--- src/rtl/core/cfe_pkg.sv ---
// Shared types and constants for the COBS frame encoder.
// Holds the byte kind codes and the command record passed from front to back.
// No dependencies.
`timescale 1ns / 1ps

package cfe_pkg;

  localparam int ADDR_W = 12;
  localparam int LEN_W  = 12;

  localparam logic [7:0] FULL_CODE  = 8'hFF;
  localparam logic [7:0] DELIM_BYTE = 8'h00;

  typedef enum logic [1:0] {
    KIND_DATA  = 2'd0,
    KIND_CODE  = 2'd1,
    KIND_DELIM = 2'd2
  } kind_t;

  // One accepted item, resolved into the writes it causes.
  typedef struct packed {
    logic              has_data;
    logic [ADDR_W-1:0] data_addr;
    logic [7:0]        data_val;
    logic              has_code;
    logic [ADDR_W-1:0] code_addr;
    logic [7:0]        code_val;
    logic              last;
    logic [ADDR_W-1:0] fin_addr;
    logic [7:0]        fin_val;
    logic [ADDR_W-1:0] delim_addr;
    logic [LEN_W-1:0]  length;
    logic              overflow;
  } cmd_t;

  typedef struct packed {
    logic valid;
    cmd_t cmd;
  } head_t;

endpackage

--- src/rtl/core/cobs_frame_encoder_core.sv ---
// Top level of the streaming COBS frame encoder.
// Instantiates cfe_front, cfe_queue and cfe_back; depends on cfe_pkg.
//
// Usage:
//   Input channel (in_valid/in_ready) takes one frame byte per item with a
//   frame_last flag. Output channel (out_valid/out_ready) gives buffer writes:
//   address, value, kind, run_last on the final write of an item, the encoded
//   length on the delimiter write, and frame_overflow once a byte was dropped.
//   Timing:
//   The first write of an item passes through the command queue and the
//   output register before it is presented. The back end emits one write
//   per cycle while out_ready is high; an item causes one to four writes.
//   Items that cause a single write stream at one per cycle while it stays
//   high; the extra writes of a group close or a frame end are absorbed by
//   the four-entry command queue. A stalled receiver holds the output
//   register; the queue keeps taking items until it is full, then in_ready drops.
//   Reset clears the queue, the output register and the group state, so the
//   next item starts a new frame. The state also returns to its start values
//   after every frame_last item.
`timescale 1ns / 1ps

module cobs_frame_encoder_core import cfe_pkg::*; #(
  parameter int MAX_FRAME_BYTES = 2048
) (
  input  logic              clk,
  input  logic              rst,
  input  logic              in_valid,
  output logic              in_ready,
  input  logic [7:0]        data_byte,
  input  logic              frame_last,
  output logic              out_valid,
  input  logic              out_ready,
  output logic [ADDR_W-1:0] write_address,
  output logic [7:0]        write_value,
  output logic [1:0]        byte_kind,
  output logic              run_last,
  output logic [LEN_W-1:0]  encoded_length,
  output logic              frame_overflow
);

  logic  q_ready;
  logic  q_push;
  cmd_t  q_cmd;
  logic  q_pop;
  head_t q_head;

  cfe_front #(
    .MAX_FRAME_BYTES(MAX_FRAME_BYTES)
  ) u_front (
    .clk       (clk),
    .rst       (rst),
    .in_valid  (in_valid),
    .in_ready  (in_ready),
    .data_byte (data_byte),
    .frame_last(frame_last),
    .q_ready   (q_ready),
    .q_push    (q_push),
    .q_cmd     (q_cmd)
  );

  cfe_queue u_queue (
    .clk     (clk),
    .rst     (rst),
    .push    (q_push),
    .push_cmd(q_cmd),
    .not_full(q_ready),
    .pop     (q_pop),
    .head    (q_head)
  );

  cfe_back u_back (
    .clk           (clk),
    .rst           (rst),
    .head          (q_head),
    .pop           (q_pop),
    .out_valid     (out_valid),
    .out_ready     (out_ready),
    .write_address (write_address),
    .write_value   (write_value),
    .byte_kind     (byte_kind),
    .run_last      (run_last),
    .encoded_length(encoded_length),
    .frame_overflow(frame_overflow)
  );

endmodule

--- src/rtl/core/cfe_front.sv ---
// Front end of the COBS frame encoder: accepts items and keeps the group state.
// Produces one command per item that causes writes. Depends on cfe_pkg.
`timescale 1ns / 1ps

module cfe_front import cfe_pkg::*; #(
  parameter int MAX_FRAME_BYTES = 2048
) (
  input  logic       clk,
  input  logic       rst,
  input  logic       in_valid,
  output logic       in_ready,
  input  logic [7:0] data_byte,
  input  logic       frame_last,
  input  logic       q_ready,
  output logic       q_push,
  output cmd_t       q_cmd
);

  // Positions can run a little past the byte bound because of code bytes.
  localparam int PW = $clog2(2 * MAX_FRAME_BYTES + 4);
  localparam int BW = $clog2(MAX_FRAME_BYTES + 1);

  logic [7:0]    group_code, group_code_next;
  logic [PW-1:0] code_slot, code_slot_next;
  logic [PW-1:0] next_write_pos, next_write_pos_next;
  logic [BW-1:0] bytes_taken, bytes_taken_next;
  logic          overflowed, overflowed_next;

  logic          accept;
  logic          at_bound;
  logic [PW-1:0] pos_plus1;
  logic [7:0]    code_plus1;

  assign in_ready = q_ready;
  assign accept   = in_valid && in_ready;
  assign at_bound = (bytes_taken == BW'(MAX_FRAME_BYTES));

  always_comb begin
    group_code_next     = group_code;
    code_slot_next      = code_slot;
    next_write_pos_next = next_write_pos;
    bytes_taken_next    = bytes_taken;
    overflowed_next     = overflowed | at_bound;
    pos_plus1           = next_write_pos + PW'(1);
    code_plus1          = group_code + 8'd1;
    q_cmd               = '0;

    if (!at_bound) begin
      bytes_taken_next = bytes_taken + BW'(1);
      if (data_byte == 8'h00) begin
        q_cmd.has_code      = 1'b1;
        q_cmd.code_addr     = ADDR_W'(code_slot);
        q_cmd.code_val      = group_code;
        group_code_next     = 8'd1;
        code_slot_next      = next_write_pos;
        next_write_pos_next = pos_plus1;
      end else begin
        q_cmd.has_data  = 1'b1;
        q_cmd.data_addr = ADDR_W'(next_write_pos);
        q_cmd.data_val  = data_byte;
        if (code_plus1 == FULL_CODE) begin
          // Group reached 254 data bytes: close it and open a fresh slot.
          q_cmd.has_code      = 1'b1;
          q_cmd.code_addr     = ADDR_W'(code_slot);
          q_cmd.code_val      = FULL_CODE;
          group_code_next     = 8'd1;
          code_slot_next      = pos_plus1;
          next_write_pos_next = pos_plus1 + PW'(1);
        end else begin
          group_code_next     = code_plus1;
          next_write_pos_next = pos_plus1;
        end
      end
    end

    q_cmd.last       = frame_last;
    q_cmd.fin_addr   = ADDR_W'(code_slot_next);
    q_cmd.fin_val    = group_code_next;
    q_cmd.delim_addr = ADDR_W'(next_write_pos_next);
    q_cmd.length     = LEN_W'(next_write_pos_next + PW'(1));
    q_cmd.overflow   = overflowed_next;
  end

  // A discarded byte that does not end the frame causes no writes.
  assign q_push = accept && (!at_bound || frame_last);

  always_ff @(posedge clk) begin
    if (rst || (accept && frame_last)) begin
      group_code     <= 8'd1;
      code_slot      <= '0;
      next_write_pos <= PW'(1);
      bytes_taken    <= '0;
      overflowed     <= 1'b0;
    end else if (accept) begin
      group_code     <= group_code_next;
      code_slot      <= code_slot_next;
      next_write_pos <= next_write_pos_next;
      bytes_taken    <= bytes_taken_next;
      overflowed     <= overflowed_next;
    end
  end

endmodule

--- src/rtl/core/cfe_queue.sv ---
// Short command queue between the front and back ends of the COBS encoder.
// Four entries of cmd_t. Depends on cfe_pkg.
`timescale 1ns / 1ps

module cfe_queue import cfe_pkg::*; (
  input  logic  clk,
  input  logic  rst,
  input  logic  push,
  input  cmd_t  push_cmd,
  output logic  not_full,
  input  logic  pop,
  output head_t head
);

  localparam int DEPTH = 4;
  localparam int PTR_W = $clog2(DEPTH);

  cmd_t             entries [DEPTH];
  logic [PTR_W-1:0] wr_ptr;
  logic [PTR_W-1:0] rd_ptr;
  logic [PTR_W:0]   count;

  assign not_full   = (count != (PTR_W + 1)'(DEPTH));
  assign head.valid = (count != '0);
  assign head.cmd   = entries[rd_ptr];

  always_ff @(posedge clk) begin
    if (push) begin
      entries[wr_ptr] <= push_cmd;
    end
  end

  always_ff @(posedge clk) begin
    if (rst) begin
      wr_ptr <= '0;
      rd_ptr <= '0;
      count  <= '0;
    end else begin
      if (push) begin
        wr_ptr <= wr_ptr + PTR_W'(1);
      end
      if (pop) begin
        rd_ptr <= rd_ptr + PTR_W'(1);
      end
      if (push && !pop) begin
        count <= count + (PTR_W + 1)'(1);
      end else if (pop && !push) begin
        count <= count - (PTR_W + 1)'(1);
      end
    end
  end

endmodule

--- src/rtl/core/cfe_back.sv ---
// Back end of the COBS encoder: expands the head command into buffer writes.
// Emits one write per cycle while out_ready allows, into an output register. Depends on cfe_pkg.
`timescale 1ns / 1ps

module cfe_back import cfe_pkg::*; (
  input  logic                clk,
  input  logic                rst,
  input  head_t               head,
  output logic                pop,
  output logic                out_valid,
  input  logic                out_ready,
  output logic [ADDR_W-1:0]   write_address,
  output logic [7:0]          write_value,
  output logic [1:0]          byte_kind,
  output logic                run_last,
  output logic [LEN_W-1:0]    encoded_length,
  output logic                frame_overflow
);

  // Bit order: data, group code, final code, delimiter.
  logic [3:0] done;
  logic [3:0] pend;
  logic [3:0] sel;
  logic [3:0] rest;
  logic       fire;

  assign pend = head.valid
              ? ({head.cmd.last, head.cmd.last, head.cmd.has_code, head.cmd.has_data} & ~done)
              : 4'b0000;

  always_comb begin
    if (pend[0]) begin
      sel = 4'b0001;
    end else if (pend[1]) begin
      sel = 4'b0010;
    end else if (pend[2]) begin
      sel = 4'b0100;
    end else begin
      sel = {pend[3], 3'b000};
    end
  end

  assign rest = pend & ~sel;
  assign fire = (pend != 4'b0000) && (!out_valid || out_ready);
  assign pop  = fire && (rest == 4'b0000);

  always_ff @(posedge clk) begin
    if (rst) begin
      out_valid <= 1'b0;
      done      <= '0;
    end else begin
      if (fire) begin
        out_valid <= 1'b1;
        done      <= pop ? 4'b0000 : (done | sel);
      end else if (out_ready) begin
        out_valid <= 1'b0;
      end
    end
  end

  always_ff @(posedge clk) begin
    if (fire) begin
      run_last       <= (rest == 4'b0000);
      frame_overflow <= head.cmd.overflow;
      if (sel[0]) begin
        write_address  <= head.cmd.data_addr;
        write_value    <= head.cmd.data_val;
        byte_kind      <= KIND_DATA;
        encoded_length <= '0;
      end else if (sel[1]) begin
        write_address  <= head.cmd.code_addr;
        write_value    <= head.cmd.code_val;
        byte_kind      <= KIND_CODE;
        encoded_length <= '0;
      end else if (sel[2]) begin
        write_address  <= head.cmd.fin_addr;
        write_value    <= head.cmd.fin_val;
        byte_kind      <= KIND_CODE;
        encoded_length <= '0;
      end else begin
        write_address  <= head.cmd.delim_addr;
        write_value    <= DELIM_BYTE;
        byte_kind      <= KIND_DELIM;
        encoded_length <= head.cmd.length;
      end
    end
  end

endmodule

--- config.mk ---
export PLATFORM = sky130hd
export DESIGN_NAME = cobs_frame_encoder_core
export DESIGN_NICKNAME = d
export VERILOG_FILES = /design/src/rtl/core/cfe_pkg.sv /design/src/rtl/core/cobs_frame_encoder_core.sv /design/src/rtl/core/cfe_front.sv /design/src/rtl/core/cfe_queue.sv /design/src/rtl/core/cfe_back.sv
export SDC_FILE = /design/constraint.sdc
export NUM_CORES = 1
export LEC_CHECK = 0
export ABC_AREA = 1
export BUFFER_PORTS_ARGS = -buffer_cell sky130_fd_sc_hd__buf_2
export CELL_PAD_IN_SITES_DETAIL_PLACEMENT = 1
export CELL_PAD_IN_SITES_GLOBAL_PLACEMENT = 1
export CORE_AREA = 2 2 170 239
export DETAILED_ROUTE_END_ITERATION = 7
export DIE_AREA = 0 0 172 241
export GPL_TIMING_DRIVEN = 1
export MAX_ROUTING_LAYER = met4
export PLACE_DENSITY_LB_ADDON = 0.08
export SLEW_MARGIN = 5
export SYNTH_ARGS = -nofsm -noshare
export SYNTH_HDL_FRONTEND = slang
export SYNTH_HIERARCHICAL = 1
export SYNTH_SLANG_ARGS = --single-unit
--- constraint.sdc ---
create_clock -name clk -period 4.4 [get_ports clk]
set_clock_uncertainty 0.05 [all_clocks]
set_input_delay 0.88 -clock clk [delete_from_list [all_inputs] [get_ports clk]]
set_output_delay 0.88 -clock clk [all_outputs]
set_load 0.05 [all_outputs]
* Yosys cells after proc, flatten, opt, wreduce, memory -nomap -nowiden
Memory sizes are Yosys's and may differ from the RTL's. A register that Yosys moved wholly into a read port is not among the register bits.
Index checks and enable logic that the tools add are counted.
** Operators by class
- $add $sub $neg :: 9
- Equal/unequal tests :: 3
- Mux-type cells :: 34
- Bitwise gates (word level) :: 7
- Reductions and logical operators :: 23
** Operators with widths (count)
- 2-to-1 mux 12 bit :: 6
- 2-to-1 mux 21 bit :: 3
- 2-to-1 mux 8 bit :: 6
- 2-to-1 mux 42 bit :: 1
- 2-to-1 mux 13 bit :: 3
- adder 13 x 1 -> 13 bit (second input constant) :: 2
- adder 12 x 1 -> 12 bit (second input constant) :: 2
- 2-to-1 mux 4 bit :: 5
- equality test 12 bit (second input constant) :: 1
- adder 8 x 1 -> 8 bit (second input constant) :: 1
- bitwise AND 4 bit :: 2
- equality test 8 bit (second input constant) :: 1
- zero test 8 bit :: 1
- NOT 4 bit :: 2
- logical AND 1 bit :: 7
- 2-to-1 mux 2 bit :: 3
- 2-to-1 mux 3 bit :: 2
- 2-to-1 mux 1 bit :: 5
- adder 2 x 1 -> 2 bit (second input constant) :: 2
- zero test 1 bit :: 4
- zero test 4 bit :: 1
- bitwise OR 4 bit :: 1
- nonzero test 2 bit :: 2
- nonzero test 4 bit :: 1
- 10 further kinds :: 12
** Word-level totals
- Bits in registers :: 94
- Bits in writable memories :: 352
- Bits of input ports :: 13
- Output and inout port bits :: 38
- Memories :: 1
** Memory list
- u_queue.entries :: words 4, width 88, rd ports 1, clocked after Yosys merged registers in 1, write ports 1, line cfe_queue.sv:18 : cmd_t entries [DEPTH];

* Longest topological paths before layout
- Depth in word-level cells :: 13
- Mapped depth :: 23
- Mapped depth without buffers :: 21

* Hierarchy
The synthesis kept the hierarchy.
** By module, submodules not included
- cfe_queue :: times used 1, cells each 909, area an instance 13442.9 µm²
- cfe_front :: times used 1, cells each 650, area an instance 3867.5 µm²
- cfe_back :: times used 1, cells each 266, area an instance 2144.6 µm²

* Worst setup path before layout
OpenSTA, ideal clock, no wires.
- Kind :: input -> register
- Start point :: in in_valid
- End point :: mem u_queue/entries[0][0] in the netlist's numbering, enable pin
- Library setup time :: 442 ps
- Data arrival time :: 3562 ps
- Slack :: 346 ps
- Cell stages on the path :: 6
- Buffers on the path :: 2
- Cells stage by stage :: nand2_1 -> clkbuf_1 -> clkbuf_1 -> o21ai_0 -> nand2_1 -> inv_1
** On the way
- Cells in the longest elaborated chain, start to end :: 4
** RTL lines
- start: declaration :: line cobs_frame_encoder_core.sv:27 : input logic in_valid,
- logical AND 1 bit :: line cfe_front.sv:35 : assign accept = in_valid && in_ready;
- logical AND 1 bit :: line cfe_front.sv:85 : assign q_push = accept && (!at_bound || frame_last);
- via q_push :: line cobs_frame_encoder_core.sv:42 : logic q_push;
- 2-to-1 mux 1 bit :: line cfe_queue.sv:28 : if (push) begin
- 2-to-1 mux 1 bit (implied by the code) :: line cfe_queue.sv:29 : entries[wr_ptr] <= push_cmd;
- end: declaration :: line cfe_queue.sv:18
The timed path passes the listed nets, and every way through them passes these cells.

==> metrics.cfg <==
[global_route]
use_met1_pct = 34.9
grt_usage_pct = 27.4
grt_busiest_layer = met2
grt_pass1_vias = 14500
antenna_found_initial = 0
grt_pass1_wl_um = 82900
grt_overflow = 0
grt_use_met2_pct = 46.6
grt_max_degree = 151
grt_util_met3_pct = 2.54

[worst_setup_path]
path_class = register to register
crit_arrival_ns = 3.93
critical_path_peak_fanout = 9
cp_slowest_cell = dfxtp_1
path_cells = ha_1, inv_2, nand2_1, nand3_1, nor2_4, nand2_4, nor2_8, nand3_4, nor2_8, nand2_1, nand2_1, nand2_1, nand2_1, ha_1, inv_1, nor2_1, nand2_1, nor2_2, nand3b_1, nand2_1, nand2_1
critPathTopFamily = simple AND/OR/NAND/NOR gates
cp.required_ns = 4.63
cpMostUsedCell = nand2_1
start_kind = register
cp.buffers_inverters = 2
crit_path_end_kind = register
cp_slowest_stage_delay_ns = 0.50

[route]
drc = 0
drtPass1Iterations = 5
drt_iter0_markers = 1022
routed_wl_um = 54100
vias = 13800
via_per_inst = 5.72
detail-route-antenna-nets = 0
wl_per_cell_um = 22.4

[clocking]
cts_resized = 0
clkLatencyLatePin_ns = 0.56
clk_pin_slew_worst_paths_ns = 0.07
cts_buffer_depth = 3
cts_num_sinks = 447
root_buffer = clkbuf_16
cts_made_buffers = 43
hold_buffers = 0
cts_tree = yes
post_cts_buffers = 0
htreeDepth = 2

[power_and_ir_drop]
cellPowerDensity_mw_per_mm2 = 670
power_leakage_nw = 8.20
vdd_ir_drop_max_v = 0.000343

[run_status]
status = complete, no violations

[cells_and_area]
num-fill-cells = 4333
fin_nets = 1883
area_growth_syn_to_layout_pct = 10.8
antennaDiodeCount = 0
drive_gt1_share_pct = 10.6

[job]
cap_viol_max_count = 0

[synthesis]
async_flop_share_pct = 0
postSynthCellCount = 1825
yosys.cell_types.count = 47
yosys-top-cells-count = 388 x edfxtp_1, 297 x nor2_1, 229 x nand2_1
synth_edf_count = 388
seq_area_frac_synth_pct = 66.0
syn_nets = 1851
syn-cell-area_mm2 = 0.0195
synth_top_area_cell = edfxtp_1
synth.top_cell.area_share_pct = 59.9
ys_seq_elements = 447
ys.flop_type = edfxtp_1
yosysMostFrequentCell = edfxtp_1
synth_area_leaders = edfxtp_1 60%, dfxtp_1 6.1%, nor2_1 5.7%
avgSynthCellArea_um2 = 10.7
yosys_warnings = 6

[place]
place_congestion = 0.890
post-dp-hpwl_um = 35400
place.port_buffers = 50

[hold_path]
hp-class = register to register

[sta]
max_slew_margin_pct = 34.2
worst_slew_pin_slew_ns = 0.986
fin_setup_tns_ns = 0
hold_slack_ns = 0.413
rsz0062_at_grt = false
slew_viol_final = 0
setup_viol_count_final = 0
period_share_pct = 84.2
fmax_mhz = 270
finalHoldViolCount = 0
period_minus_slack_ns = 3.71

[floorplanning]
rows = 86
io_pins = 51
dieArea_mm2 = 0.0415
die_h_um = 241
coreArea_mm2 = 0.0392
initial_core_util_pct = 49.7
die_w_um = 172

-- layout by cell type, fill, tap and decap left out, types with 23 or more instances in the layout --
cell / Yosys / final
clkbuf_16: 0 / 44
dfxtp_1: 59 / 57
nand3_1: 58 / 58
buf_2: 16 / 50
inv_1: 166 / 162
a21oi_1: 67 / 67
o21ai_0: 162 / 162
o22ai_1: 104 / 104
nand2_1: 229 / 229
o21ai_1: 63 / 62
buf_4: 17 / 23
nor2_1: 297 / 297
edfxtp_1: 388 / 388
-- layer usage --
| metal | up-vias | wire length [um] | share of wire, % |
|---|---|---|---|
| met1 | 6992 | 23100 | 43 |
| met2 | 340 | 27300 | 51 |
| li1 | 6420 | - | - |
| met5 | - | 0 | 0 |
| met4 | 0 | 1510 | 2.8 |
| met3 | 93 | 2150 | 4.0 |
-- kinds of logic after synthesis --
kind of cell             synth area share (%)
XOR/XNOR                                0.405
AO/OA/AOI/OAI                            12.3
AND/OR/NAND/NOR                          14.2
flip-flops                               66.0
adder cells (fa/ha/maj)                 0.875
buffers and inverters                    6.21
-- state kept, by name, indices dropped and copies added, names as in the netlist, 2 cells and up, named ones only --
signal	flops
u_queue/entries	352
u_front/bytes_taken	12
u_back/write_address	12
u_back/write_value	8
u_front/group_code	8
u_front/next_write_pos	12
u_back/encoded_length	12
u_front/code_slot	12
u_queue/count	3
u_queue/rd_ptr	2
u_back/byte_kind	2
u_back/done	4
u_queue/wr_ptr	2
-- cell type report --
type	instances	area (um^2)	share of cell area (%)
sequential	447	12800	59.6
multi-input combinational	1099	5420	25.2
clock buffer	53	1130	5.27
inverter	186	713	3.31
tap	528	661	3.07
timing repair buffer	80	563	2.61
clock inverter	26	215	0.999
-- final timing paths --
path	startpoint	endpoint	slack (ns)	cells past startpoint
max	u_front/group_code[0]	u_queue/entries[2][11]	0.69	21
min	u_queue/rd_ptr[1]	register	0.41	1
max reg2reg	u_front/group_code[0]	u_queue/entries[2][11]	0.69	21
min reg2reg	u_queue/rd_ptr[1]	register	0.41	1
-- where the power goes --
group / total (W) / switching, W / internal, W
Sequential: 0.00587 / 0.000278 / 0.00559
Combinational: 0.00500 / 0.00379 / 0.00122
Clock: 0.00357 / 0.00156 / 0.00202
-- metrics by stage --
stage	instance area [um^2]	setup slack, ns	util [%]	total power, W	instances
2_1_floorplan	19500	0.346	-	0.00931	1825
3_5_place_dp	20200	0.646	51.6	0.0110	2340
6_report	21500	0.694	55.0	0.0144	2419
3_3_place_gp	20200	0.754	51.6	0.0108	2340
4_1_cts	21500	0.711	55.0	0.0145	2419
5_1_grt	21500	0.334	55.0	0.0152	2419
Power figures use the tool's default switching activity.
